## config.mk

```make
export PLATFORM = sky130hd
export DESIGN_NAME = dsru_relax
export DESIGN_NICKNAME = d
export VERILOG_FILES = /design/src/hw/rtl/dsru_pkg.sv /design/src/hw/rtl/dsru_relax.sv
export SDC_FILE = /design/constraint.sdc
export NUM_CORES = 1
export LEC_CHECK = 0
export ABC_AREA = 1
export BUFFER_PORTS_ARGS = -buffer_cell sky130_fd_sc_hd__clkbuf_2
export CAP_MARGIN = 10
export CORE_MARGIN = 4
export CORE_UTILIZATION = 40
export DETAILED_ROUTE_END_ITERATION = 8
export PLACE_DENSITY = 0.68
export SLEW_MARGIN = 25
export SYNTH_ARGS = -nofsm -noshare
export SYNTH_HDL_FRONTEND = slang
export SYNTH_SLANG_ARGS = --single-unit
```

## constraint.sdc

```tcl
create_clock -name vclk -period 7.5
set_clock_uncertainty 0.1 [all_clocks]
set_input_delay 1.5 -clock vclk [all_inputs]
set_output_delay 1.5 -clock vclk [all_outputs]
set_load 0.05 [all_outputs]
```

## src/hw/rtl/dsru_pkg.sv

```systemverilog
// ----------------------------------------------------------------------------
// dsru_pkg
// Types and constants of the delta-stepping relax unit.
// ----------------------------------------------------------------------------
package dsru_pkg;

   localparam int VERT_BITS     = 12;
   localparam int VERTICES      = 1 << VERT_BITS;
   localparam int RANK_BITS     = 4;
   localparam int DIST_BITS     = 32;
   localparam int CSR_ADDR_BITS = 4;
   localparam int CSR_DATA_BITS = 32;

   localparam logic [VERT_BITS-1:0] VERT_LAST = VERT_BITS'(VERTICES - 1);

   localparam logic [DIST_BITS-1:0] DIST_UNREACHED  = {DIST_BITS{1'b1}};
   localparam logic [DIST_BITS-1:0] DIST_MAX_FINITE = DIST_UNREACHED - 1'b1;
   // 0.04625 in Q8.24, rounded down
   localparam logic [DIST_BITS-1:0] BUCKET_HIGH_RESET = 32'd775946;

   localparam logic [2:0] REQ_PUSH     = 3'd0;
   localparam logic [2:0] REQ_RESPONSE = 3'd1;
   localparam logic [2:0] REQ_PULL     = 3'd2;
   localparam logic [2:0] REQ_WRITE    = 3'd3;
   localparam logic [2:0] REQ_CLEAR    = 3'd4;
   localparam logic [2:0] REQ_READ     = 3'd5;

   localparam logic [1:0] KIND_REQUEUE  = 2'd0;
   localparam logic [1:0] KIND_RESPONSE = 2'd1;
   localparam logic [1:0] KIND_READ     = 2'd2;

   localparam logic [1:0] REG_LIGHT_PHASE = 2'd0;
   localparam logic [1:0] REG_BUCKET_LOW  = 2'd1;
   localparam logic [1:0] REG_BUCKET_HIGH = 2'd2;

   typedef struct packed {
      logic [2:0]           req_type;
      logic [VERT_BITS-1:0] local_vertex;
      logic [VERT_BITS-1:0] peer_vertex;
      logic [RANK_BITS-1:0] peer_rank;
      logic [DIST_BITS-1:0] value;
      logic [DIST_BITS-1:0] peer_distance;
   } dsru_req_type;

   typedef struct packed {
      logic [1:0]           out_kind;
      logic [VERT_BITS-1:0] out_vertex;
      logic [VERT_BITS-1:0] out_parent_vertex;
      logic [RANK_BITS-1:0] out_rank;
      logic [DIST_BITS-1:0] out_distance;
   } dsru_rsp_type;

   typedef struct packed {
      logic [DIST_BITS-1:0] distance;
      logic [RANK_BITS-1:0] parent_rank;
      logic [VERT_BITS-1:0] parent_index;
   } dsru_entry_type;

   typedef struct packed {
      logic                 light_phase;
      logic [DIST_BITS-1:0] bucket_low;
      logic [DIST_BITS-1:0] bucket_high;
   } dsru_cfg_type;

   typedef struct packed {
      logic                 entry_we;
      logic                 mark_we;
      logic [VERT_BITS-1:0] addr;
      dsru_entry_type       entry;
      logic                 mark;
   } dsru_wr_type;

endpackage

```

## src/hw/rtl/dsru_relax.sv

```systemverilog
// ----------------------------------------------------------------------------
// dsru_relax
// Per-item update: relax compare, bucket window test, saturating sum,
// table write-back and result forming.
// ----------------------------------------------------------------------------
module dsru_relax (
   input  dsru_pkg::dsru_req_type   item,
   input  dsru_pkg::dsru_entry_type cur,
   input  logic                     cur_mark,
   input  dsru_pkg::dsru_cfg_type   cfg,
   output dsru_pkg::dsru_wr_type    wr_req,
   output logic                     has_result,
   output dsru_pkg::dsru_rsp_type   result
);

   logic                            lower;
   logic                            in_window;
   logic [dsru_pkg::DIST_BITS:0]    sum_wide;
   logic [dsru_pkg::DIST_BITS-1:0]  sum;
   logic                            send_rsp;
   dsru_pkg::dsru_entry_type        new_entry;

   assign lower = (cur.distance == dsru_pkg::DIST_UNREACHED)
               || (cur.distance > item.value);
   assign in_window = (cur.distance < cfg.bucket_high)
                   && (cur.distance >= cfg.bucket_low);
   assign sum_wide = {1'b0, cur.distance} + {1'b0, item.value};
   assign sum = (sum_wide >= {1'b0, dsru_pkg::DIST_MAX_FINITE})
              ? dsru_pkg::DIST_MAX_FINITE : sum_wide[dsru_pkg::DIST_BITS-1:0];
   assign send_rsp = in_window && (sum >= cfg.bucket_high)
                  && ((sum < item.peer_distance)
                      || (item.peer_distance == dsru_pkg::DIST_UNREACHED));

   assign new_entry.distance     = item.value;
   assign new_entry.parent_rank  = item.peer_rank;
   assign new_entry.parent_index = item.peer_vertex;

   always_comb begin
      wr_req.entry_we = 1'b0;
      wr_req.mark_we  = 1'b0;
      wr_req.addr     = item.local_vertex;
      wr_req.entry    = new_entry;
      wr_req.mark     = 1'b0;
      has_result      = 1'b0;
      result          = '0;
      result.out_vertex = item.local_vertex;
      case (item.req_type)
         dsru_pkg::REQ_PUSH: begin
            wr_req.entry_we = lower;
            if (lower && cfg.light_phase && !cur_mark
                && (item.value < cfg.bucket_high)) begin
               wr_req.mark_we  = 1'b1;
               wr_req.mark     = 1'b1;
               has_result      = 1'b1;
               result.out_kind = dsru_pkg::KIND_REQUEUE;
            end
         end
         dsru_pkg::REQ_RESPONSE: begin
            wr_req.entry_we = lower;
         end
         dsru_pkg::REQ_PULL: begin
            has_result               = send_rsp;
            result.out_kind          = dsru_pkg::KIND_RESPONSE;
            result.out_vertex        = item.peer_vertex;
            result.out_parent_vertex = item.local_vertex;
            result.out_rank          = item.peer_rank;
            result.out_distance      = sum;
         end
         dsru_pkg::REQ_WRITE: begin
            wr_req.entry_we = 1'b1;
         end
         dsru_pkg::REQ_CLEAR: begin
            wr_req.mark_we = 1'b1;
         end
         dsru_pkg::REQ_READ: begin
            has_result               = 1'b1;
            result.out_kind          = dsru_pkg::KIND_READ;
            result.out_parent_vertex = cur.parent_index;
            result.out_rank          = cur.parent_rank;
            result.out_distance      = cur.distance;
         end
         default: ;
      endcase
   end

endmodule

```

== Word level (Yosys, flattened, before mapping) ==
Cells that the tools add are included.

* Magnitude comparators: 7
* Reduce and logical (&&, ||, !) cells: 11
* Shift-type cells: 0
* Multipliers: 0
* Multiplexer cells: 9
* $add $sub $neg: 1
* Equality and inequality tests: 7
* Div/mod/pow operators: 0
* Bitwise operators: 0

{| class="wikitable"
|+ Operators by type and width
! cell !! number
|-
| $lt 32x32->1 || 3
|-
| $pmux 48 s2 || 1
|-
| $eq 32x32->1 const B || 2
|-
| $ge 32x32->1 || 2
|-
| $add 32x32->33 || 1
|-
| $ge 33x32->1 const B || 1
|-
| $gt 32x32->1 || 1
|-
| $mux 32 || 1
|-
| $mux 12 || 1
|-
| $eq 3x2->1 const B || 2
|-
| $eq 3x3->1 const B || 2
|-
| $logic_and 1x1->1 || 6
|-
| $pmux 1 s2 || 2
|-
| $pmux 2 s2 || 1
|-
| $eq 3x1->1 const B || 1
|-
| $logic_not 3->1 || 1
|-
| $pmux 1 s3 || 1
|-
| $logic_or 1x1->1 || 2
|-
| $mux 1 || 2
|-
| $reduce_or 2->1 || 1
|-
| $logic_not 1->1 || 1
|}

* Register bits after elaboration: 0
* Input port bits: 209
* Bits in latches: 0
* Memory bits (read-only): 0
* Memories kept: 0
* Output and inout bits: 126
* RAM bits: 0
* Word-level logic and storage cells: 35

== Depth between registers and ports, before layout ==
Gate-level depths: netlist of run 1.

* Word-level depth: 7
* Mapped depth: 35
* Mapped depth without buffers: 34

== Worst setup path before layout of run 1 ==
No wires, ideal clock.

* Path kind: input port to output port
* Start: in item[32] (netlist name)
* End: out has_result
* Buffers on the path: 1
* Slack: 0.789 ns
* Stages: 32
* Data arrival time: 5.111 ns
* Data required time: 5.900 ns
* Cell sequence: ha_1 > inv_1 > fa_1 > inv_1 > nand3_1 > nand3_1 > nand2_1 > nand2_1 > nand2_1 > nand2_1 > nand3_1 > nor2_1 > nand3_1 > nor2_1 > nand3_1 > nand2_1 > inv_2 > buf_2 > nand2_1 > ha_1 > a21oi_1 > o21ai_0 > a21oi_1 > nor2_1 > a2111oi_0 > o2111ai_1 > a21oi_1 > o21ai_0 > nand3_1 > nor2_1 > nand2_1 > nand2_1

* Cells in the longest elaborated chain, start to end: 7
* Elaborated cells on any way between the ends: 16
* Those cells by class: 1 x add/sub; 5 x order compare; 3 x mux; 7 x reduce/logical

{| class="wikitable"
|+ Ends and longest elaborated chain
! item !! line !! source
|-
| start, declared || dsru_relax.sv:7 || <nowiki>input dsru_pkg::dsru_req_type item,</nowiki>
|-
| $add 32x32->33 / $gt 32x32->1 (equally long branches) || dsru_relax.sv:27, dsru_relax.sv:24 ||
|-
| $ge 33x32->1 / $logic_or 1x1->1 (equally long branches) || dsru_relax.sv:28, dsru_relax.sv:24 ||
|-
| $mux 32 / $logic_and 1x1->1 (equally long branches) || dsru_relax.sv:29, dsru_relax.sv:50 ||
|-
| $ge 32x32->1, or another cell as far along || dsru_relax.sv:30 || <nowiki>assign send_rsp = in_window && (sum >= cfg.bucket_high)</nowiki>
|-
| $logic_and 1x1->1, or another cell as far along || dsru_relax.sv:30 ||
|-
| $logic_and 1x1->1 / $mux 1 (equally long branches) || dsru_relax.sv:31, dsru_relax.sv:50 ||
|-
| $pmux 1 s3 (*) || dsru_relax.sv:47 || <nowiki>case (item.req_type)</nowiki>
|-
| end, declared || dsru_relax.sv:12 || <nowiki>output logic has_result,</nowiki>
|}

Every way passes the cells marked *; elsewhere a longest branch is shown, timed or not.

== Final worst setup path of run 1 ==
* Start: in item[49] (netlist name)
* End: out has_result

Same word-level chain as after synthesis.

==> results of run 1 <==
power by group:
part           total (mW)  switching (mW)  internal [mW]  leakage [nW]
sequential              0               0              0             0
combinational        1.09           0.688          0.401          6.97
clock                   0               0              0             0
cell type report:
type	count	area, µm²
Fill cell	2127	8830
Inverter	283	1060
Multi-Input combinational cell	1064	7560
Tap cell	270	338
Timing Repair Buffer	478	2770
worst paths after layout:
check                 startpoint    endpoint  cells after the start
worst min-delay path    item[72]   wr_req[5]                      2
worst max-delay path    item[49]  has_result                     31
routing by layer:
metal	global-route usage (%)	share of wire, %	up-vias
met4	6.27	2.8	0
met3	2.28	7.3	58
met1	38.4	41	5137
li1	-	-	5474
met2	53.8	49	452
met5	0	0	-
cells in the final DEF (no fill, tap or decap), types with 3 or more instances in the layout:
cell and count:
clkbuf_2 333, inv_2 15, o21ai_1 6, nand3_1 53, nor2_2 21, nor4_1 6, nand3_4 4, a21oi_2 15
nand3_2 9, a211oi_1 11, a31oi_1 3, nand2_4 3, buf_4 141, nand2_2 28, nand3b_1 3, ha_2 9
nor3_2 3, xor2_1 4, o211ai_1 5, o21a_1 3, a32o_1 6, ha_4 15, inv_1 266, o2111ai_1 3
nor2_1 64, nor3_1 19, a21oi_1 92, ha_1 197, o21bai_1 5, nand4_1 42, nand2_1 322, nor2_4 17
o221ai_1 6, a22o_1 40, o21ai_0 25, or2_2 4
repair_timing:
action,CTS,global route
buffers inserted,1,1
pin swaps,4,26
cloned,0,0
gates resized for setup,11,156
endpoints found under the setup margin,1,1
cell families (layout without fill, tap and decap cells):
kind of cell | Yosys count | count (layout) | synth area share, %
AND/OR/NAND/NOR | 601 | 601 | 30.2
AO/OA/AOI/OAI | 235 | 235 | 17.8
adder cells (fa/ha/maj) | 222 | 222 | 32.9
buffers and inverters | 357 | 761 | 18.5
XOR/XNOR | 6 | 6 | 0.620
==> summary.md, run 1 <==
| Metric | Value |
|---|---|
| Core area | `0.0206 mm²` |
| Area post-placement | `0.0111 mm²` |
| Final min period | `7260 ps` |
| DP Worst Slack | `-277 ps` |
| Post-Syn Area | `0.00847 mm²` |
| Setup TNS | `0 ps` |
| Data required time of the worst path | `5900 ps` |
| Startpoint Class | `input pin` |
| Max-slew violations | `0` |
| Seq/Total Area, Yosys | `0%` |
| Top cell type's share of synthesized area | `32.6%` |
| Chip width | `154 µm` |
| Final worst setup slack | `244 ps` |
| Worst path max stage delay | `330 ps` |
| Row count | `52` |
| Fmax | `138 MHz` |
| Slew margin rel. | `29.6%` |
| RePlAce Congestion | `1.02` |
| # Max-Cap Violations | `0` |
| Ports | `335` |
| Largest net degree at the start of global routing | `55` |
| Via density | `5.31` |
| Worst slew pin tran | `1030 ps` |
| Slowest CP cell | `a2111oi_4` |
| Final worst-path cycle share | `96.7%` |
| Number of clock buffers in the layout | `0` |
| Static Leak | `6.97 nW` |
| Total Routing Usage GR | `29.6%` |
| YS warnings | `0` |
| Final setup violation count | `0` |
| Antenna violations before repair | `0` |
| CP Capture Type | `output port` |
| Pwr Total | `1.09 mW` |
| Dpl hpwl | `33.6 mm` |
| Buffers and inverters on the worst path | `5` |
| DRT Pass-1 Iters | `6` |
| Drt drc | `0` |
| Post-route insts no fill | `2095` |
| Seq cells | `0` |
| Hold Buf Count CTS | `0` |
| Final hold slack | `3220 ps` |
| Most instantiated cells after synthesis | `nand2_1, inv_1, ha_1` |
| Routed Antenna Nets | `0` |
| Hold Vio Cnt, Final | `0` |
| Starting DRT DRC Count | `829` |
| Starting density of the core | `41.2%` |
| Hold Path Class | `in2out` |
| WL final | `38.0 mm` |
| Flip-flop and latch area | `0 µm²` |
| Synthesized Nets | `1852` |
| Full die area | `0.0236 mm²` |
| Finished Cell Area | `0.0117 mm²` |
| Post-Syn Instances | `1421` |
| Layout cells sized above 1 | `34.6%` |
| Area growth, synth to finish | `38.5%` |
| Top cell type by total area after synthesis | `ha_1` |
| Critical path's top delay family | `simple AND/OR/NAND/NOR gates` |
| Global-route wire length before repair | `57.4 mm` |
| Final Net Count | `2258` |
| Vias in the first global route | `10600` |
| WS Path Type | `in2out` |
| Power Density | `92.8 mW/mm²` |
| I/O Buffers | `335` |
| Most numerous cell in the Yosys netlist | `nand2_1` |
| Outcome | `finished clean` |
| Critical-path maximum fanout | `5` |
| Die height | `154 µm` |
| Critical path arrival | `5660 ps` |
| IR drop worst, VDD | `0.0000424 V` |
| Most used cell, CP | `nand2_1` |
| Overflow after GRT | `0` |
| Antenna diodes | `0` |
| DR vias | `11100` |
| Final core utilization | `57.1%` |
| Syn_area_per_cell | `5.96 µm²` |
| WL/cell | `18.1 µm` |
| Dpl cells | `2093` |
| Main area contributors after synthesis | `ha_1, nand2_1, inv_1` |
| Yosys cell types | `46` |
Power figures use the tool's default switching activity.
==> run 2: changes to the inputs <==
--- a/config.mk
+++ b/config.mk
@@ -11,7 +11,9 @@
 export CORE_MARGIN = 4
 export CORE_UTILIZATION = 40
 export DETAILED_ROUTE_END_ITERATION = 8
-export PLACE_DENSITY = 0.68
+export PLACE_DENSITY = 0.7
+export RECOVER_POWER = 100
+export SETUP_SLACK_MARGIN = 0.02
 export SLEW_MARGIN = 25
 export SYNTH_ARGS = -nofsm -noshare
 export SYNTH_HDL_FRONTEND = slang
==> constraint.sdc (replaced) <==
create_clock -name vclk -period 6.1
set_clock_uncertainty 0.1 [all_clocks]
set_input_delay 1.22 -clock vclk [all_inputs]
set_output_delay 1.22 -clock vclk [all_outputs]
set_load 0.05 [all_outputs]
==> run 2 against run 1 <==
Effect of this change: the run now ends with max-capacitance violations, max-slew violations, negative setup slack left; flip-flop and latch count did not move; cell count rose by 5.9%; cell area rose by 7.2%; hold slack got worse by 500 ps; sequential share of layout area did not move; critical endpoint unchanged; highest routed layer is now met5.
==> summary.md, run 2 (synthesis results as in run 1) <==
| Metric | Value |
|---|---|
| Final hold slack | `2720 ps` |
| Final setup violation count | `1` |
| Setup crit start | `cur[35]` |
| WL final | `38.5 mm` |
| CP Capture Type | `output port` |
| Layout cells sized above 1 | `33.5%` |
| DP Worst Slack | `-1140 ps` |
| Static Leak | `7.17 nW` |
| DR vias | `11700` |
| Data required time of the worst path | `4780 ps` |
| Hold Vio Cnt, Final | `0` |
| CP endpoint | `has_result` |
| Die height | `154 µm` |
| Row count | `52` |
| Commonest non-fill, non-tap cell in the layout | `nand2_1` |
| Slew margin rel. | `-37.9%` |
| Global-route wire length before repair | `57.9 mm` |
| Area growth, synth to finish | `48.5%` |
| Chip width | `154 µm` |
| # Max-Cap Violations | `1` |
| Routed Antenna Nets | `0` |
| Final worst-path cycle share | `110%` |
| Dpl hpwl | `33.6 mm` |
| Most frequent cells in the layout | `nand2_1, inv_1, buf_4, clkbuf_2, ha_1` |
| Final min period | `6730 ps` |
| I/O Buffers | `335` |
| Seq cells | `0` |
| Vias in the first global route | `11100` |
| Slowest CP cell | `a2111oi_4` |
| Outcome | `finished with violations` |
| Hold depth | `2` |
| Number of clock buffers in the layout | `0` |
| Core area | `0.0206 mm²` |
| Final Net Count | `2380` |
| Flip-flop and latch area | `0 µm²` |
| IR drop worst, VDD | `0.0000618 V` |
| Worst path max stage delay | `350 ps` |
| DRT Pass-1 Iters | `6` |
| Antenna violations before repair | `2` |
| Critical path arrival | `5410 ps` |
| Finished Cell Area | `0.0126 mm²` |
| Dpl cells | `2209` |
| Via density | `5.26` |
| Starting density of the core | `41.2%` |
| Power Density | `118 mW/mm²` |
| Ports | `335` |
| WS Path Type | `in2out` |
| Post-route insts no fill | `2218` |
| Final worst setup slack | `-629 ps` |
| Layout fillers | `2017` |
| WL/cell | `17.4 µm` |
| RSZ-0062 raised after global routing | `true` |
| Area post-placement | `0.0119 mm²` |
| Failing checks | `max-capacitance violations, max-slew violations, negative setup slack` |
| RePlAce Congestion | `1.03` |
| Largest net degree at the start of global routing | `56` |
| Most used cell, CP | `nand2_1` |
| Total Routing Usage GR | `30.0%` |
| Setup TNS | `-629 ps` |
| Critical-path maximum fanout | `5` |
| Overflow after GRT | `0` |
| Starting DRT DRC Count | `837` |
| Drt drc | `0` |
| Worst slew pin tran | `2070 ps` |
| Max-slew violations | `56` |
| Hold Path Class | `in2out` |
| Startpoint Class | `input pin` |
| Full die area | `0.0236 mm²` |
| Fmax | `149 MHz` |
## run 2: cell types whose count changed in the layout (fill, tap and decap cells not counted), sizes merged
cell and change:
clkbuf -1, buf +123, diode +1
## run 2: area by class of cell
class / count / area, µm² / area share [%]
diodes: 1 / 2.50 / 0.0199
inverters: 283 / 1060 / 8.44
multi-input cells: 1064 / 7620 / 60.6
well taps: 270 / 338 / 2.69
repair buffers: 600 / 3550 / 28.2
## run 2: critical path: cells and delay by family
| family | cells | cell delay (ps) |
|---|---|---|
| AND/OR/NAND/NOR | 15 | 1220 |
| AO/OA/AOI/OAI | 9 | 1660 |
| adder cells (fa/ha/maj) | 2 | 400 |
| buffers and inverters | 8 | 910 |
## run 2: worst min path at each step
stage / from / endpoint / slack, ps
after detailed placement: item[71] / wr_req[4] / 2660
after global placement: item[76] / wr_req[9] / 2660
after floorplan: item[77] / wr_req[10] / 2510
after global routing: item[76] / wr_req[9] / 2720
final: item[76] / wr_req[9] / 2720
after CTS: item[71] / wr_req[4] / 2660
## run 2: what timing repair did
item                       4_1_cts  5_1_grt
resized for setup               59      118
pin swaps                        7       47
cloned                           0        0
setup endpoints to repair        1        2
setup buffers                    1        7
hold buffers                     0        0
## run 2: metrics by stage
step | util, % | power [mW]
2_1_floorplan | - | 0.769
3_3_place_gp | 58.0 | 1.33
3_5_place_dp | 58.0 | 1.35
4_1_cts | 59.2 | 1.39
5_1_grt | 61.2 | 1.61
6_report | 61.2 | 1.48
## run 2: metal layers
layer,track usage (%),wire [µm]
met2,52.1,18100
met1,38.1,15600
met5,0,13
met4,10.2,1690
met3,4.22,3120
## run 2: power by group
group          switching, mW  internal [mW]
clock                      0   0.0000000220
combinational          0.882          0.598
sequential                 0              0
==> run 3: changes to the inputs <==
--- a/config.mk
+++ b/config.mk
@@ -6,12 +6,12 @@
 export NUM_CORES = 1
 export LEC_CHECK = 0
 export ABC_AREA = 1
-export BUFFER_PORTS_ARGS = -buffer_cell sky130_fd_sc_hd__clkbuf_2
 export CAP_MARGIN = 10
+export CORE_ASPECT_RATIO = 0.5
 export CORE_MARGIN = 4
 export CORE_UTILIZATION = 40
 export DETAILED_ROUTE_END_ITERATION = 8
-export PLACE_DENSITY = 0.7
+export DONT_BUFFER_PORTS = 1
 export RECOVER_POWER = 100
 export SETUP_SLACK_MARGIN = 0.02
 export SLEW_MARGIN = 25
==> run 3 against run 2 <==
Effect of this change: the flow finishes with violations (negative setup slack); wire length is 6.9% lower; flip-flop and latch count did not move; maximum frequency rose by 1.4%; non-clock buffer count is 389 lower; cell area is 17% lower; hold slack lost 380 ps; critical path depth down 1; cell count decreased by 17%; highest routed layer is now met4; die area increased by 0.60%; via count is 14% lower.
==> summary.md, run 3 (synthesis results as in run 1) <==
| Metric | Value |
|---|---|
| Chip width | `214 µm` |
| Final setup violation count | `1` |
| Slowest CP cell | `ha_2` |
| Static Leak | `5.88 nW` |
| Hold Startpoint | `item[35]` |
| Number of clock buffers in the layout | `0` |
| Total Routing Usage GR | `28.7%` |
| Post-CTS setup buffer count | `0` |
| CP Capture Type | `output port` |
| Dpl hpwl | `31.8 mm` |
| Antenna diodes | `0` |
| WL final | `35.9 mm` |
| Hold Buf Count CTS | `0` |
| WHS Endpoint | `wr_req[20]` |
| DP Worst Slack | `-1150 ps` |
| Hold depth | `0` |
| Flip-flop and latch area | `0 µm²` |
| Post-route insts no fill | `1831` |
| Commonest non-fill, non-tap cell in the layout | `nand2_1` |
| Worst slew pin tran | `1450 ps` |
| Routed Antenna Nets | `0` |
| Slew margin rel. | `3.46%` |
| # Max-Cap Violations | `0` |
| Starting density of the core | `41.0%` |
| WS Path Type | `in2out` |
| Most frequent cells in the layout | `nand2_1, inv_1, ha_1, buf_4, a21oi_1` |
| Critical path arrival | `5310 ps` |
| Global-route wire length before repair | `54.4 mm` |
| IR drop worst, VDD | `0.0000526 V` |
| Outcome | `finished with violations` |
| Overflow after GRT | `0` |
| Data required time of the worst path | `4780 ps` |
| Critical path's top delay family | `simple AND/OR/NAND/NOR gates` |
| Layout cells sized above 1 | `20.2%` |
| Hold Vio Cnt, Final | `0` |
| WL/cell | `19.6 µm` |
| DR vias | `9983` |
| Worst path max stage delay | `340 ps` |
| Power Density | `114 mW/mm²` |
| Max-slew violations | `0` |
| RePlAce Congestion | `0.953` |
| Row count | `37` |
| I/O Buffers | `0` |
| Final hold slack | `2340 ps` |
| Failing checks | `negative setup slack` |
| Seq cells | `0` |
| Ports | `335` |
| DRT Pass-1 Iters | `5` |
| Pwr Total | `1.19 mW` |
| Core area | `0.0207 mm²` |
| Starting DRT DRC Count | `687` |
| Layout fillers | `2177` |
| Area growth, synth to finish | `23.2%` |
| Final worst setup slack | `-533 ps` |
| Final worst-path cycle share | `109%` |
| Final min period | `6630 ps` |
| Hold Path Class | `in2out` |
| Critical-path maximum fanout | `7` |
| Via density | `5.45` |
| Dpl cells | `1831` |
| RSZ-0062 raised after global routing | `true` |
| Full die area | `0.0237 mm²` |
| Startpoint Class | `input pin` |
| Die height | `111 µm` |
| Vias in the first global route | `9833` |
| Fmax | `151 MHz` |
| Buffers and inverters on the worst path | `5` |
| Drt drc | `0` |
| Final Net Count | `1991` |
| Antenna violations before repair | `0` |
| Largest net degree at the start of global routing | `55` |
==> run 3: timing repair <==
| item | CTS | global route |
|---|---|---|
| pin swaps | 12 | 0 |
| resized for setup | 92 | 5 |
| cloned | 0 | 0 |
| endpoints found under the hold margin | 0 | 0 |
| setup endpoints to repair | 1 | 1 |
==> run 3: worst max-delay path by stage <==
stage,startpoint,endpoint,slack [ps],cells after the start
after floorplan,item[32],has_result,40,32
after global routing,item[41],has_result,-870,33
after detailed placement,item[43],has_result,-1150,27
after CTS,item[41],has_result,-430,33
after global placement,item[52],has_result,-1150,31
final,item[43],has_result,-530,33
==> run 3: metrics by stage <==
stage / util [%] / cell area [µm²] / TNS, ps
3_5_place_dp: 48.7 / 10100 / -1150
5_1_grt: 50.5 / 10400 / -868
4_1_cts: 50.5 / 10400 / -430
2_1_floorplan: - / 8480 / 0
6_report: 50.5 / 10400 / -533
3_3_place_gp: 48.7 / 10100 / -1150
==> run 3: power breakdown <==
part / switching, mW / leakage, nW / internal (mW)
logic: 0.689 / 5.88 / 0.496
clock network: 0 / 0 / 0
registers: 0 / 0 / 0
==> run 3: final cells by class <==
cell class	instances	area, µm²	share of cell area (%)
multi-input cells	1064	7300	69.9
well taps	273	342	3.27
repair buffers	211	1740	16.7
inverters	283	1060	10.2
==> run 3: routing by layer <==
layer / track usage [%] / vias to the layer above / part of all wire, %
met5: 0 / - / 0
met4: 3.88 / 0 / 1.6
met3: 4.01 / 37 / 7.4
met2: 46.4 / 389 / 43
met1: 41.2 / 4623 / 48
li1: - / 4934 / -
