**src/hw/rtl/dsru_pkg.sv**
```systemverilog
// ----------------------------------------------------------------------------
// dsru_pkg
// Types and constants of the delta-stepping relax unit.
// ----------------------------------------------------------------------------
package dsru_pkg;

   localparam int VERT_BITS     = 12;
   localparam int VERTICES      = 1 << VERT_BITS;
   localparam int RANK_BITS     = 4;
   localparam int DIST_BITS     = 32;
   localparam int CSR_ADDR_BITS = 4;
   localparam int CSR_DATA_BITS = 32;

   localparam logic [VERT_BITS-1:0] VERT_LAST = VERT_BITS'(VERTICES - 1);

   localparam logic [DIST_BITS-1:0] DIST_UNREACHED  = {DIST_BITS{1'b1}};
   localparam logic [DIST_BITS-1:0] DIST_MAX_FINITE = DIST_UNREACHED - 1'b1;
   // 0.04625 in Q8.24, rounded down
   localparam logic [DIST_BITS-1:0] BUCKET_HIGH_RESET = 32'd775946;

   localparam logic [2:0] REQ_PUSH     = 3'd0;
   localparam logic [2:0] REQ_RESPONSE = 3'd1;
   localparam logic [2:0] REQ_PULL     = 3'd2;
   localparam logic [2:0] REQ_WRITE    = 3'd3;
   localparam logic [2:0] REQ_CLEAR    = 3'd4;
   localparam logic [2:0] REQ_READ     = 3'd5;

   localparam logic [1:0] KIND_REQUEUE  = 2'd0;
   localparam logic [1:0] KIND_RESPONSE = 2'd1;
   localparam logic [1:0] KIND_READ     = 2'd2;

   localparam logic [1:0] REG_LIGHT_PHASE = 2'd0;
   localparam logic [1:0] REG_BUCKET_LOW  = 2'd1;
   localparam logic [1:0] REG_BUCKET_HIGH = 2'd2;

   typedef struct packed {
      logic [2:0]           req_type;
      logic [VERT_BITS-1:0] local_vertex;
      logic [VERT_BITS-1:0] peer_vertex;
      logic [RANK_BITS-1:0] peer_rank;
      logic [DIST_BITS-1:0] value;
      logic [DIST_BITS-1:0] peer_distance;
   } dsru_req_type;

   typedef struct packed {
      logic [1:0]           out_kind;
      logic [VERT_BITS-1:0] out_vertex;
      logic [VERT_BITS-1:0] out_parent_vertex;
      logic [RANK_BITS-1:0] out_rank;
      logic [DIST_BITS-1:0] out_distance;
   } dsru_rsp_type;

   typedef struct packed {
      logic [DIST_BITS-1:0] distance;
      logic [RANK_BITS-1:0] parent_rank;
      logic [VERT_BITS-1:0] parent_index;
   } dsru_entry_type;

   typedef struct packed {
      logic                 light_phase;
      logic [DIST_BITS-1:0] bucket_low;
      logic [DIST_BITS-1:0] bucket_high;
   } dsru_cfg_type;

   typedef struct packed {
      logic                 entry_we;
      logic                 mark_we;
      logic [VERT_BITS-1:0] addr;
      dsru_entry_type       entry;
      logic                 mark;
   } dsru_wr_type;

endpackage

```
**src/hw/rtl/dsru_csr.sv**
```systemverilog
// ----------------------------------------------------------------------------
// dsru_csr
// APB register file: light phase flag and bucket window bounds.
// ----------------------------------------------------------------------------
module dsru_csr (
   input  logic                              clock,
   input  logic                              reset,
   input  logic                              csr_psel,
   input  logic                              csr_penable,
   input  logic                              csr_pwrite,
   input  logic [dsru_pkg::CSR_ADDR_BITS-1:0] csr_paddr,
   input  logic [dsru_pkg::CSR_DATA_BITS-1:0] csr_pwdata,
   output logic [dsru_pkg::CSR_DATA_BITS-1:0] csr_prdata,
   output logic                              csr_pready,
   output dsru_pkg::dsru_cfg_type            cfg
);

   dsru_pkg::dsru_cfg_type cfg_ff;
   dsru_pkg::dsru_cfg_type cfg_in;
   logic                   wr_en;
   logic [1:0]             reg_idx;

   assign reg_idx    = csr_paddr[3:2];
   assign wr_en      = csr_psel && csr_penable && csr_pwrite;
   assign csr_pready = 1'b1;
   assign cfg        = cfg_ff;

   always_comb begin
      cfg_in = cfg_ff;
      if (wr_en) begin
         case (reg_idx)
            dsru_pkg::REG_LIGHT_PHASE: cfg_in.light_phase = csr_pwdata[0];
            dsru_pkg::REG_BUCKET_LOW:  cfg_in.bucket_low  = csr_pwdata;
            dsru_pkg::REG_BUCKET_HIGH: cfg_in.bucket_high = csr_pwdata;
            default: ;
         endcase
      end
   end

   always_comb begin
      case (reg_idx)
         dsru_pkg::REG_LIGHT_PHASE:
            csr_prdata = {{(dsru_pkg::CSR_DATA_BITS-1){1'b0}}, cfg_ff.light_phase};
         dsru_pkg::REG_BUCKET_LOW:  csr_prdata = cfg_ff.bucket_low;
         dsru_pkg::REG_BUCKET_HIGH: csr_prdata = cfg_ff.bucket_high;
         default:                   csr_prdata = '0;
      endcase
   end

   always_ff @(posedge clock) begin
      if (reset) begin
         cfg_ff.light_phase <= 1'b0;
         cfg_ff.bucket_low  <= '0;
         cfg_ff.bucket_high <= dsru_pkg::BUCKET_HIGH_RESET;
      end else begin
         cfg_ff <= cfg_in;
      end
   end

endmodule

```
**config.mk**
```make
export PLATFORM = sky130hd
export DESIGN_NAME = dsru_csr
export DESIGN_NICKNAME = d
export VERILOG_FILES = /design/src/hw/rtl/dsru_pkg.sv /design/src/hw/rtl/dsru_csr.sv
export SDC_FILE = /design/constraint.sdc
export NUM_CORES = 1
export LEC_CHECK = 0
export BUFFER_PORTS_ARGS = -buffer_cell sky130_fd_sc_hd__buf_4
export CORE_MARGIN = 2
export CORE_UTILIZATION = 43
export CTS_CLUSTER_DIAMETER = 80
export DETAILED_ROUTE_END_ITERATION = 8
export PLACE_DENSITY_LB_ADDON = 0.3
export SLEW_MARGIN = 20
export SYNTH_ARGS = -nofsm -noshare
export SYNTH_HDL_FRONTEND = slang
export SYNTH_SLANG_ARGS = --single-unit
```
**constraint.sdc**
```tcl
create_clock -name clock -period 0.85 [get_ports clock]
set_input_delay 0.0425 -clock clock [delete_from_list [all_inputs] [get_ports clock]]
set_output_delay 0.0425 -clock clock [all_outputs]
set_load 0.01 [all_outputs]
```
---- Word-level counts from Yosys, hierarchy flattened ----
Cells that the tools add are included.
operators by class
  equal/unequal tests ..................... 2
  muxes and demuxes ....................... 1
  reduce and logical (&&, ||, !) cells .... 6
operators with widths
  cell                number
  $pmux 32 s3         1
  $reduce_and 2->1    3
  $eq 2x1->1 const B  1
  $eq 2x2->1 const B  1
  $logic_and 1x1->1   2
  $logic_not 2->1     1
word-level totals
  flip-flop bits (word level) ............. 65
  word-level logic and storage cells ...... 12

---- Logic depth before layout (Yosys ltp) ----
Gate-level depths: netlist of run 1.
  depth in word-level cells ............... 3
  mapped depth ............................ 5
  depth with buffers taken out ............ 3

---- Worst setup path after synthesis of run 1 ----
No wires, ideal clock.
  path type ............................... input port to flip-flop
  start ................................... input port csr_pwrite
  end ..................................... register cfg_ff (netlist bit cfg[34])
  library setup time ...................... 72 ps
  arrival time ............................ 850 ps
  required time ........................... 778 ps
  slack ................................... -72 ps
  cell stages on the path ................. 4
  path through ............................ nand3_2 > nor3b_4 > buf_6 > mux2i_1
between the ends
  cells in the longest elaborated chain, start to end .. 2
RTL lines
  item                        RTL line        RTL
  from (decl)                 dsru_csr.sv:10  input logic csr_pwrite,
  $logic_and 1x1->1           dsru_csr.sv:24  assign wr_en = csr_psel && csr_penable && csr_pwrite;
  $reduce_and 2->1 (no line)  n/a
  to (signal assigned)        dsru_csr.sv:56  cfg_ff <= cfg_in;
  to (decl)                   dsru_csr.sv:18  dsru_pkg::dsru_cfg_type cfg_ff;
Every way passes these cells.
A chain may end at the register's enable or synchronous reset.

---- Worst setup path in the final report of run 1 ----
  start ................................... register cfg_ff (netlist bit cfg[36])
  end ..................................... output port csr_prdata[4] in the netlist's numbering
between the ends
  cells in the longest elaborated chain, start to end .. 1
RTL lines
  item         RTL line        RTL
  $pmux 32 s3  dsru_csr.sv:41  case (reg_idx)
  to (decl)    dsru_csr.sv:13  output logic [dsru_pkg::CSR_DATA_BITS-1:0] csr_prdata,
Every way passes these cells.

==> results of run 1 <==
final cells by class:
type                    count  share of cell area, %
repair buffers            247                   42.6
multi-input cells         216                   28.6
well taps                  96                   2.01
flip-flops and latches     65                   23.3
clock buffers              11                   2.20
clock inverters             5                   1.34
critical path: stages (launching register included):
cell,delay [ns]
dfxtp_2,0.35
a22o_1,0.24
buf_6,0.13
repair_timing:
action | 4_1_cts | 5_1_grt
setup buffers | 61 | 15
resized for setup | 202 | 29
cloned | 0 | 0
endpoints found under the hold margin | 34 | 0
pin swaps | 3 | 4
setup endpoints to repair | 97 | 100
hold buffers | 20 | 0
power by group through the flow:
stage	registers (uW)	logic (uW)	clock network (uW)
after floorplan	3200	360	0
after global routing	3120	1100	3040
final	3120	1040	2890
after detailed placement	3190	756	0
after global placement	3190	736	0
after CTS	3120	970	2860
layer usage:
layer | routed length (um) | up-vias | GRT usage, %
li1 | - | 1514 | -
met1 | 4460 | 1560 | 29.7
met2 | 5940 | 139 | 47.7
met3 | 640 | 28 | 4.66
met4 | 316 | 0 | 11.6
met5 | 0 | - | 0
metrics by stage:
stage / total power [uW] / cell area [sq um] / hold slack [ns] / std cells / utilization [%]
2_1_floorplan: 3560 / 3100 / 0.198 / 308 / -
3_3_place_gp: 3920 / 4300 / 0.305 / 530 / 62.6
3_5_place_dp: 3940 / 4300 / 0.317 / 530 / 62.6
4_1_cts: 6960 / 5760 / 0.000390 / 627 / 83.8
5_1_grt: 7250 / 5960 / 0.0125 / 640 / 86.8
6_report: 7040 / 5960 / 0.00522 / 640 / 86.8
cells in the final DEF (no fill, tap or decap):
| master | netlist | layout |
|---|---|---|
| buf_6 | 3 | 152 |
| nand2b_1 | 86 | 84 |
| buf_4 | 3 | 70 |
| mux2i_1 | 66 | 65 |
| dfxtp_2 | 0 | 63 |
| a22o_1 | 31 | 31 |
| dlygate4sd3_1 | 0 | 20 |
| nor2_1 | 22 | 19 |
| clkbuf_8 | 0 | 9 |
| buf_12 | 0 | 5 |
| nand2b_4 | 0 | 2 |
| nor2_4 | 0 | 2 |
| dfxtp_4 | 0 | 2 |
| clkinvlp_4 | 0 | 2 |
| bufinv_16 | 0 | 2 |
| clkbuf_1 | 12 | 2 |
| nor2b_2 | 0 | 1 |
| nor2b_4 | 0 | 1 |
| nand2_1 | 1 | 1 |
| o21ai_1 | 0 | 1 |
| nand3_4 | 0 | 1 |
| nor3b_4 | 1 | 1 |
| mux2i_2 | 0 | 1 |
| nor3b_2 | 0 | 1 |
| nand4_4 | 1 | 1 |
| nor2_2 | 0 | 1 |
| nand4_1 | 1 | 1 |
| nor3_1 | 1 | 1 |
| conb_1 | 1 | 1 |
| clkinv_2 | 0 | 1 |
worst min path at each step:
stage / end / slack, ns / cells past startpoint
after floorplan: cfg[33] / 0.20 / 2
after global placement: cfg[15] / 0.30 / 3
after detailed placement: cfg[1] / 0.32 / 3
after CTS: cfg[38] / 0.0004 / 3
after global routing: cfg[7] / 0.01 / 3
final: cfg[62] / 0.005 / 3
kinds of logic after synthesis:
logic type             Yosys count  share of synthesized area [%]
and+or+nand+nor                117                           22.8
muxes                           66                           21.4
DFF                             65                           42.1
AOI/OAI and AO/OA               32                           8.94
buffers and inverters           27                           4.73
other                            1                          0.121
==> flow_metrics.tcl, run 1 <==
set metrics [dict create \
    nNetsFinal 580 \
    cap_violations 0 \
    grt_pass1_vias 3246 \
    drc 0 \
    final.setup.worst_slack_ns -0.246 \
    async_flop_share_pct 0 \
    numCtsBuffers 9 \
    diodes 0 \
    die-area_sq_mm 0.00789 \
    crit_arrival_ns 1.05 \
    fin_setup_tns_ns -11.09 \
    synth_flop_cell "dfxtp_1" \
    critPathLaunch "cfg[36]" \
    grt-ovfl-total 0 \
    synth_cell_type_count 19 \
    power_frac_seq_pct 44.3 \
    comb_power_share_pct 14.7 \
    power_density_mw_per_mm2 1180 \
    wire_per_inst_um 17.7 \
    regArea_sq_mm 0.00139 \
    timing.rr.start "cfg[35]" \
    ys_seq_area_share_pct 42.1 \
    core-area_sq_mm 0.00687 \
    grt_pass1_wl_um 15800 \
    ir_worst_vdd_mv 0.861 \
    p_sw_uw 1710 \
    synth_area_leader_cell "dfxtp_1" \
    initialDrtViolationCount 127 \
    area_growth_pct 92.7 \
    place.gp.congestion 0.771 \
    wirelength_um 11400 \
    synth.most_common_cell "nand2b_1" \
    finalCriticalPeriod_ns 1.10 \
    die_w_um 88.8 \
    synth_commonest_cells "86 x nand2b_1, 66 x mux2i_1, 65 x dfxtp_1" \
    finalSetupViolCount 87 \
    violations "setup timing" \
    synth_area_sq_mm 0.00309 \
    netlist.area_leader.share_pct 42.1 \
    ant_nets 0 \
    cts_tree "yes" \
    finClkSkew_ns 0 \
    cp-endpoint "csr_prdata[4]" \
    n_fill_cell 324 \
    yosysWarnings 0 \
    grt_max_degree 70 \
    crit_type "reg2out" \
    die_y_um 88.8 \
    ff2ff_path_depth 4 \
    dr.pass1.iters 4 \
    drv_slew 0 \
    viasPerCell 5.06 \
    initial_core_util_pct 45.0 \
    grt_antenna_before_repair 0 \
    htree_num_levels 3 \
    grt_usage_pct 26.2 \
    largest_reg_flops 65 \
    syn_nets 349 \
    r2r_end "cfg[35]" \
    multi_input_area_sq_mm 0.00171 \
    num_io_pins 139 \
    crit_path_max_fanout 2 \
    hold_viol_final 0 \
    row_count 30 \
    io_buffers 135 \
    clock-root-buffer "clkbuf_8" \
    rsz0062_at_grt "true" \
    ys_ff_latch 65 \
    p_leak_uw 0.00269 \
    drive_gt1_share_pct 58.5 \
    hp-class "in2reg" \
    endpoint_kind "output port" \
    required_ns 0.81 \
    worstHoldStart "csr_pwdata[30]" \
    fmax_ghz 0.913 \
    clk_pin_slew_ns 0.08 \
    swShare_pct 24.2 \
    syn_inst 308 \
    outcome "finished, violations left" \
    ff2ff_setup_slack_ns 0.01 \
    synth_edf_count 0 \
    fin_crit_sh_pct 129 \
    p_int_uw 5340 \
    clock-sinks 65 \
    avgSynthCellArea_sq_um 10.0 \
    vias 3241 \
    clock_tree.buffer_depth 2 \
    synth_area_leaders "dfxtp_1 42%, mux2i_1 21%, nand2b_1 17%" \
    dp_hpwl_um 5500 \
    clock_latency_ns 0.33 \
    p_clk_share_pct 41.0 \
    startpoint_type "flip-flop" \
    dp_slack_ns -0.223 \
]
Note: power is estimated with default switching activity, not from simulation.
==> run 2: changes to the inputs <==
Settings changed: ABC_AREA set to 1.
==> run 2 against run 1 <==
Effect of this change:
- utilization fell by 7.3 points
- synthesized area grew 0.49%
- global-route usage is 2.4 points lower
- highest routed layer unchanged
- cell area down 7.9%
- largest power group unchanged
- via count is 19% higher
- clock power fell by 11%
- the flow still finishes with violations (setup timing)
==> flow_metrics.tcl, run 2 <==
set metrics [dict create \
    crit_path_max_fanout 3 \
    grt-ovfl-total 0 \
    diodes 0 \
    die_y_um 89.0 \
    initial_core_util_pct 45.0 \
    drive_gt1_share_pct 44.8 \
    netlist.area_leader.share_pct 41.9 \
    grt_use_met3_pct 4.71 \
    row_count 30 \
    fmax_ghz 0.967 \
    timing.rr.start "cfg[9]" \
    avgSynthCellArea_sq_um 6.33 \
    synthMuxAreaShare_pct 0 \
    rsz0062_at_grt "true" \
    whs_ns 0.0361 \
    initialDrtViolationCount 158 \
    required_ns 0.81 \
    grt_usage_pct 23.8 \
    async_flop_share_pct 0 \
    htree_num_levels 3 \
    grt_antenna_before_repair 0 \
    ys_seq_area_share_pct 41.9 \
    hold_viol_final 0 \
    synth_top_family_by_area "simple AND/OR/NAND/NOR gates" \
    grt-busiest-layer "met2" \
    drv_slew 0 \
    synth_commonest_cells "176 x nand2_1, 109 x nor2_1, 67 x nand3_1" \
    ff2ff_setup_slack_ns 0.04 \
    numCtsBuffers 9 \
    ant_nets 0 \
    clock_latency_ns 0.33 \
    grt_max_degree 35 \
    drc 0 \
    io_buffers 135 \
    core-area_sq_mm 0.00691 \
    ff2ff_path_depth 4 \
    synthSimpleGateAreaFrac_pct 46.5 \
    synth_flop_cell "dfxtp_1" \
    clk_pin_slew_ns 0.07 \
    viasPerCell 4.98 \
    finish.utilization_pct 79.5 \
    clock-root-buffer "clkbuf_8" \
    grt_pass1_vias 3180 \
    die-area_sq_mm 0.00793 \
    largest_reg_flops 65 \
    dr.pass1.iters 5 \
    ir_worst_vdd_mv 0.806 \
    crit_arrival_ns 0.99 \
    critPathLaunch "cfg[27]" \
    comb_power_share_pct 17.1 \
    violations "setup timing" \
    wirelength_um 11600 \
    synth_area_sq_mm 0.00311 \
    final_cell_mix "152 x nand2_1, 123 x buf_6, 108 x nor2_1" \
    syn_nets 532 \
    hold_depth 5 \
    synth.most_common_cell "nand2_1" \
    grt_pass1_wl_um 14700 \
    worstHoldStart "csr_pwdata[21]" \
    finalSetupViolCount 74 \
    synth_edf_count 0 \
    cap_violations 0 \
    clock_tree.buffer_depth 2 \
    cts_tree "yes" \
    nNetsFinal 715 \
    p_leak_uw 0.00275 \
    p_int_uw 5150 \
    endpoint_kind "output port" \
    crit_type "reg2out" \
    fin_crit_sh_pct 122 \
    synth_cell_type_count 15 \
    outcome "finished, violations left" \
    synth-compound-area-share_pct 0.161 \
    clock-sinks 65 \
    startpoint_type "flip-flop" \
    use_met1_pct 28.9 \
    power_frac_seq_pct 45.9 \
    finClkSkew_ns 0 \
    yosysWarnings 0 \
    synth_xor_area_share_pct 0 \
    final.setup.worst_slack_ns -0.184 \
    p_clk_share_pct 36.9 \
    power_density_mw_per_mm2 1260 \
    r2r_end "cfg[9]" \
    wire_per_inst_um 15.0 \
    synth_adder_area_share_pct 0 \
    synth_area_leader_cell "dfxtp_1" \
    place.gp.congestion 0.768 \
    final_common_cell "nand2_1" \
    dp_hpwl_um 6070 \
    use_met2_pct 42.0 \
    ys_ff_latch 65 \
    finalCriticalPeriod_ns 1.03 \
    syn_inst 491 \
    swShare_pct 25.7 \
    synth_area_leaders "dfxtp_1 42%, nand2_1 21%, nor2_1 13%" \
    hp-class "in2reg" \
    vias 3863 \
    hold_path_end "cfg[53]" \
    die_w_um 89.0 \
    area_growth_pct 76.5 \
    num_io_pins 139 \
    p_sw_uw 1780 \
]
## run 2: changes by cell type in the layout (fill, tap and decap cells not counted), sizes merged, moves of 2 or more
cell / delta
nor2b: -2
nand2b: -86
nand2: +175
clkbuf: +2
inv: +36
clkinvlp: -2
nor3b: -2
mux2i: -66
nand4: -2
buf: -34
dlygate4sd3: -9
a22o: -31
nand3: +66
nor2: +91
## run 2: through the flow
stage	cell area (sq um)	total power [uW]	cells	setup slack, ns	setup TNS, ns
after floorplan	3110	3710	491	0.00924	0
after global placement	4240	4150	705	-0.138	-4.92
after detailed placement	4240	4170	705	-0.201	-6.43
after CTS	4920	6810	735	-0.143	-3.92
after global routing	5490	7170	775	-0.227	-9.46
final	5490	6930	775	-0.184	-7.64
## run 2: kinds of logic (layout without fill, tap and decap cells)
family,after synthesis,count (layout)
AND/OR/NAND/NOR,356,356
buffers and inverters,68,256
other,1,1
AO/OA/AOI/OAI,1,1
flip-flops,65,65
## run 2: what timing repair did
action                                 4_1_cts  5_1_grt
resized for setup                          138       81
endpoints found under the hold margin       11        0
pin swaps                                    8       22
buffers inserted                             3       40
hold buffers                                11        0
setup endpoints to repair                   97       88
## run 2: layout make-up
cell class	count	area, sq um
timing repair buffer	204	2120
multi-input combinational	358	1530
fill	468	1420
sequential	65	1400
clock buffer	13	149
inverter	36	135
tap	96	120
clock inverter	3	40.0
## run 2: worst max path at each step
stage	end	slack, ns	cells after the start
3_5_place_dp	cfg[15]	-0.20	6
6_report	csr_prdata[27]	-0.18	3
2_1_floorplan	cfg[10]	0.009	4
3_3_place_gp	cfg[8]	-0.14	6
5_1_grt	csr_prdata[7]	-0.23	3
4_1_cts	csr_prdata[0]	-0.14	3
## run 2: worst max-delay path: stages, from the launching register on
cell and delay (ns):
dfxtp_2 0.36, nand2_1 0.10, nand2_2 0.09, buf_6 0.10
## run 2: power by group through the flow
| stage | clock network [uW] | registers (uW) | logic (uW) |
|---|---|---|---|
| after floorplan | 0 | 3260 | 457 |
| after global placement | 0 | 3230 | 916 |
| after detailed placement | 0 | 3240 | 929 |
| after CTS | 2600 | 3190 | 1030 |
| after global routing | 2710 | 3190 | 1280 |
| final | 2560 | 3180 | 1190 |
## run 2: per-layer routing
metal	part of all wire (%)	vias up
met5	0	-
li1	-	1850
met4	2.0	0
met1	38	1791
met2	52	199
met3	7.6	23
==> run 3: changes to the inputs <==
Settings changed: REMOVE_ABC_BUFFERS set to 1.
Clock period 0.85 ns to 0.9 ns, I/O delays scaled along.
==> run 3 against run 2 <==
Effect of this change:
- the run still ends with setup timing left
- critical path depth stayed put
- first-iteration DRC count is 7.6% lower
- total power shrank 12%
- sequential cell count is the same
- sequential power down 6%
- die area unchanged
- clock-buffer cell count fell by 1
- combinational power decreased by 19%
- final cell count down 4.1%
- clock power down 17%
- global-route usage shrank 1.0 points
- largest power group unchanged
==> flow_metrics.tcl, run 3 (same netlist as run 2, synthesis figures left out) <==
set metrics [dict create \
    r2r_end "cfg[9]" \
    p_int_uw 4470 \
    grt_usage_pct 22.8 \
    dr.pass1.iters 4 \
    die_y_um 89.0 \
    nNetsFinal 684 \
    grt-ovfl-total 0 \
    swShare_pct 26.7 \
    p_sw_uw 1620 \
    die_w_um 89.0 \
    power_density_mw_per_mm2 1270 \
    clock-sinks 65 \
    final_common_cell "nand2_1" \
    path_delay_family "flip-flops" \
    clock_latency_ns 0.32 \
    wire_per_inst_um 12.6 \
    vias 3500 \
    final_cells 743 \
    cts_tree "yes" \
    ir_worst_vdd_mv 0.617 \
    finalSetupViolCount 35 \
    fin_crit_sh_pct 110 \
    p_total_uw 6100 \
    ff2ff_path_depth 3 \
    design_area_sq_mm 0.00480 \
    crit_arrival_ns 0.95 \
    io_buffers 135 \
    final.setup.worst_slack_ns -0.0913 \
    violations "setup timing" \
    cap_violations 0 \
    timing.rr.start "cfg[9]" \
    outcome "finished, violations left" \
    worstHoldStart "csr_pwdata[24]" \
    clock-root-buffer "clkbuf_8" \
    row_count 30 \
    numCtsBuffers 9 \
    grt_pass1_vias 3212 \
    hold_depth 5 \
    grt_antenna_before_repair 0 \
    ant_nets 0 \
    p_leak_uw 0.00246 \
    crit_path_max_fanout 3 \
    p_clk_share_pct 35.0 \
    place_inst 707 \
    die-area_sq_mm 0.00793 \
    finClkSkew_ns 0 \
    fmax_ghz 1.01 \
    cpMaxStageDelayCell "dfxtp_2" \
    finalCriticalPeriod_ns 0.991 \
    viasPerCell 4.71 \
    startpoint_type "flip-flop" \
    required_ns 0.85 \
    largest_reg_flops 65 \
    htree_num_levels 3 \
    comb_power_share_pct 15.8 \
    num_io_pins 139 \
    initialDrtViolationCount 146 \
    grt_pass1_wl_um 14300 \
    area_growth_pct 54.3 \
    initial_core_util_pct 45.0 \
    hp-class "in2reg" \
    place.gp.congestion 0.786 \
    rsz0062_at_grt "true" \
    cp.buffers_inverters 1 \
    crit_type "reg2out" \
    final_cell_mix "159 x nand2_1, 132 x buf_4, 108 x nor2_1" \
    clk_pin_slew_ns 0.07 \
    crit_chain "nand2_1 > nand2_2 > buf_6" \
    power_frac_seq_pct 49.3 \
    hold_viol_final 0 \
    drc 0 \
    worst_path_largest_cell_delay_ns 0.34 \
    dp_hpwl_um 6040 \
    grt_max_degree 44 \
    ff2ff_setup_slack_ns 0.20 \
    hold_path_end "cfg[56]" \
    clock_tree.buffer_depth 2 \
    drv_slew 0 \
    placed_area_sq_mm 0.00423 \
    endpoint_kind "output port" \
    drive_gt1_share_pct 41.0 \
    core-area_sq_mm 0.00691 \
    wirelength_um 9350 \
    diodes 0 \
]
run 3: cell types whose count changed in the layout (fill, tap and decap cells not counted), sizes merged:
cell	delta
buf	-31
bufinv	-1
clkbuf	-1
clkinvlp	+1
run 3: worst max path at each step:
stage             start  cells past startpoint        endpoint  slack (ns)
6_report        cfg[14]                      3  csr_prdata[14]       -0.09
4_1_cts          cfg[0]                      3   csr_prdata[0]        -0.1
5_1_grt         cfg[45]                      3  csr_prdata[13]       -0.12
2_1_floorplan  csr_psel                      5         cfg[10]       -1.83
3_5_place_dp   csr_psel                      6         cfg[10]       -0.13
3_3_place_gp   csr_psel                      6         cfg[17]       -0.08
run 3: area by class of cell:
cell class,instances,area [sq um]
clock inverters,3,17.5
well taps,96,120
inverters,36,135
repair buffers,173,1490
multi-input cells,358,1500
clock buffers,12,145
fillers,619,2110
flip-flops and latches,65,1390
run 3: what timing repair did:
item	CTS	global route
resized for setup	78	29
hold endpoints to repair	11	0
hold buffers	11	0
endpoints found under the setup margin	39	32
buffers inserted	5	5
pin swaps	17	18
run 3: routing by layer:
metal / up-vias / part of all wire (%) / GRT usage [%]
met4: 0 / 1.5 / 8.96
li1: 1784 / - / -
met1: 1585 / 42 / 27.8
met5: - / 0 / 0
met2: 120 / 50 / 39.6
met3: 11 / 6.2 / 4.80
run 3: worst min-delay path, stage by stage:
cell and delay, ns:
buf_4 0.07, inv_1 0.04, nand3_1 0.07, nand2_1 0.04, nor2_1 0.07
run 3: power groups by stage:
| stage | clock network (uW) | logic, uW | registers (uW) |
|---|---|---|---|
| floorplan | 0 | 369 | 3080 |
| CTS | 2170 | 928 | 3000 |
| detailed placement | 0 | 867 | 3060 |
| global route | 2280 | 1050 | 3010 |
| finish | 2130 | 961 | 3000 |
| global placement | 0 | 847 | 3050 |
run 3: through the flow:
step	hold slack [ns]	TNS (ns)	setup WS, ns	utilization (%)
2_1_floorplan	0.171	-93.58	-1.83	-
3_3_place_gp	0.265	-1.33	-0.0750	61.3
3_5_place_dp	0.272	-2.77	-0.134	61.3
4_1_cts	0.0255	-2.05	-0.0960	67.7
5_1_grt	0.0521	-3.36	-0.123	69.5
6_report	0.0337	-1.88	-0.0913	69.5
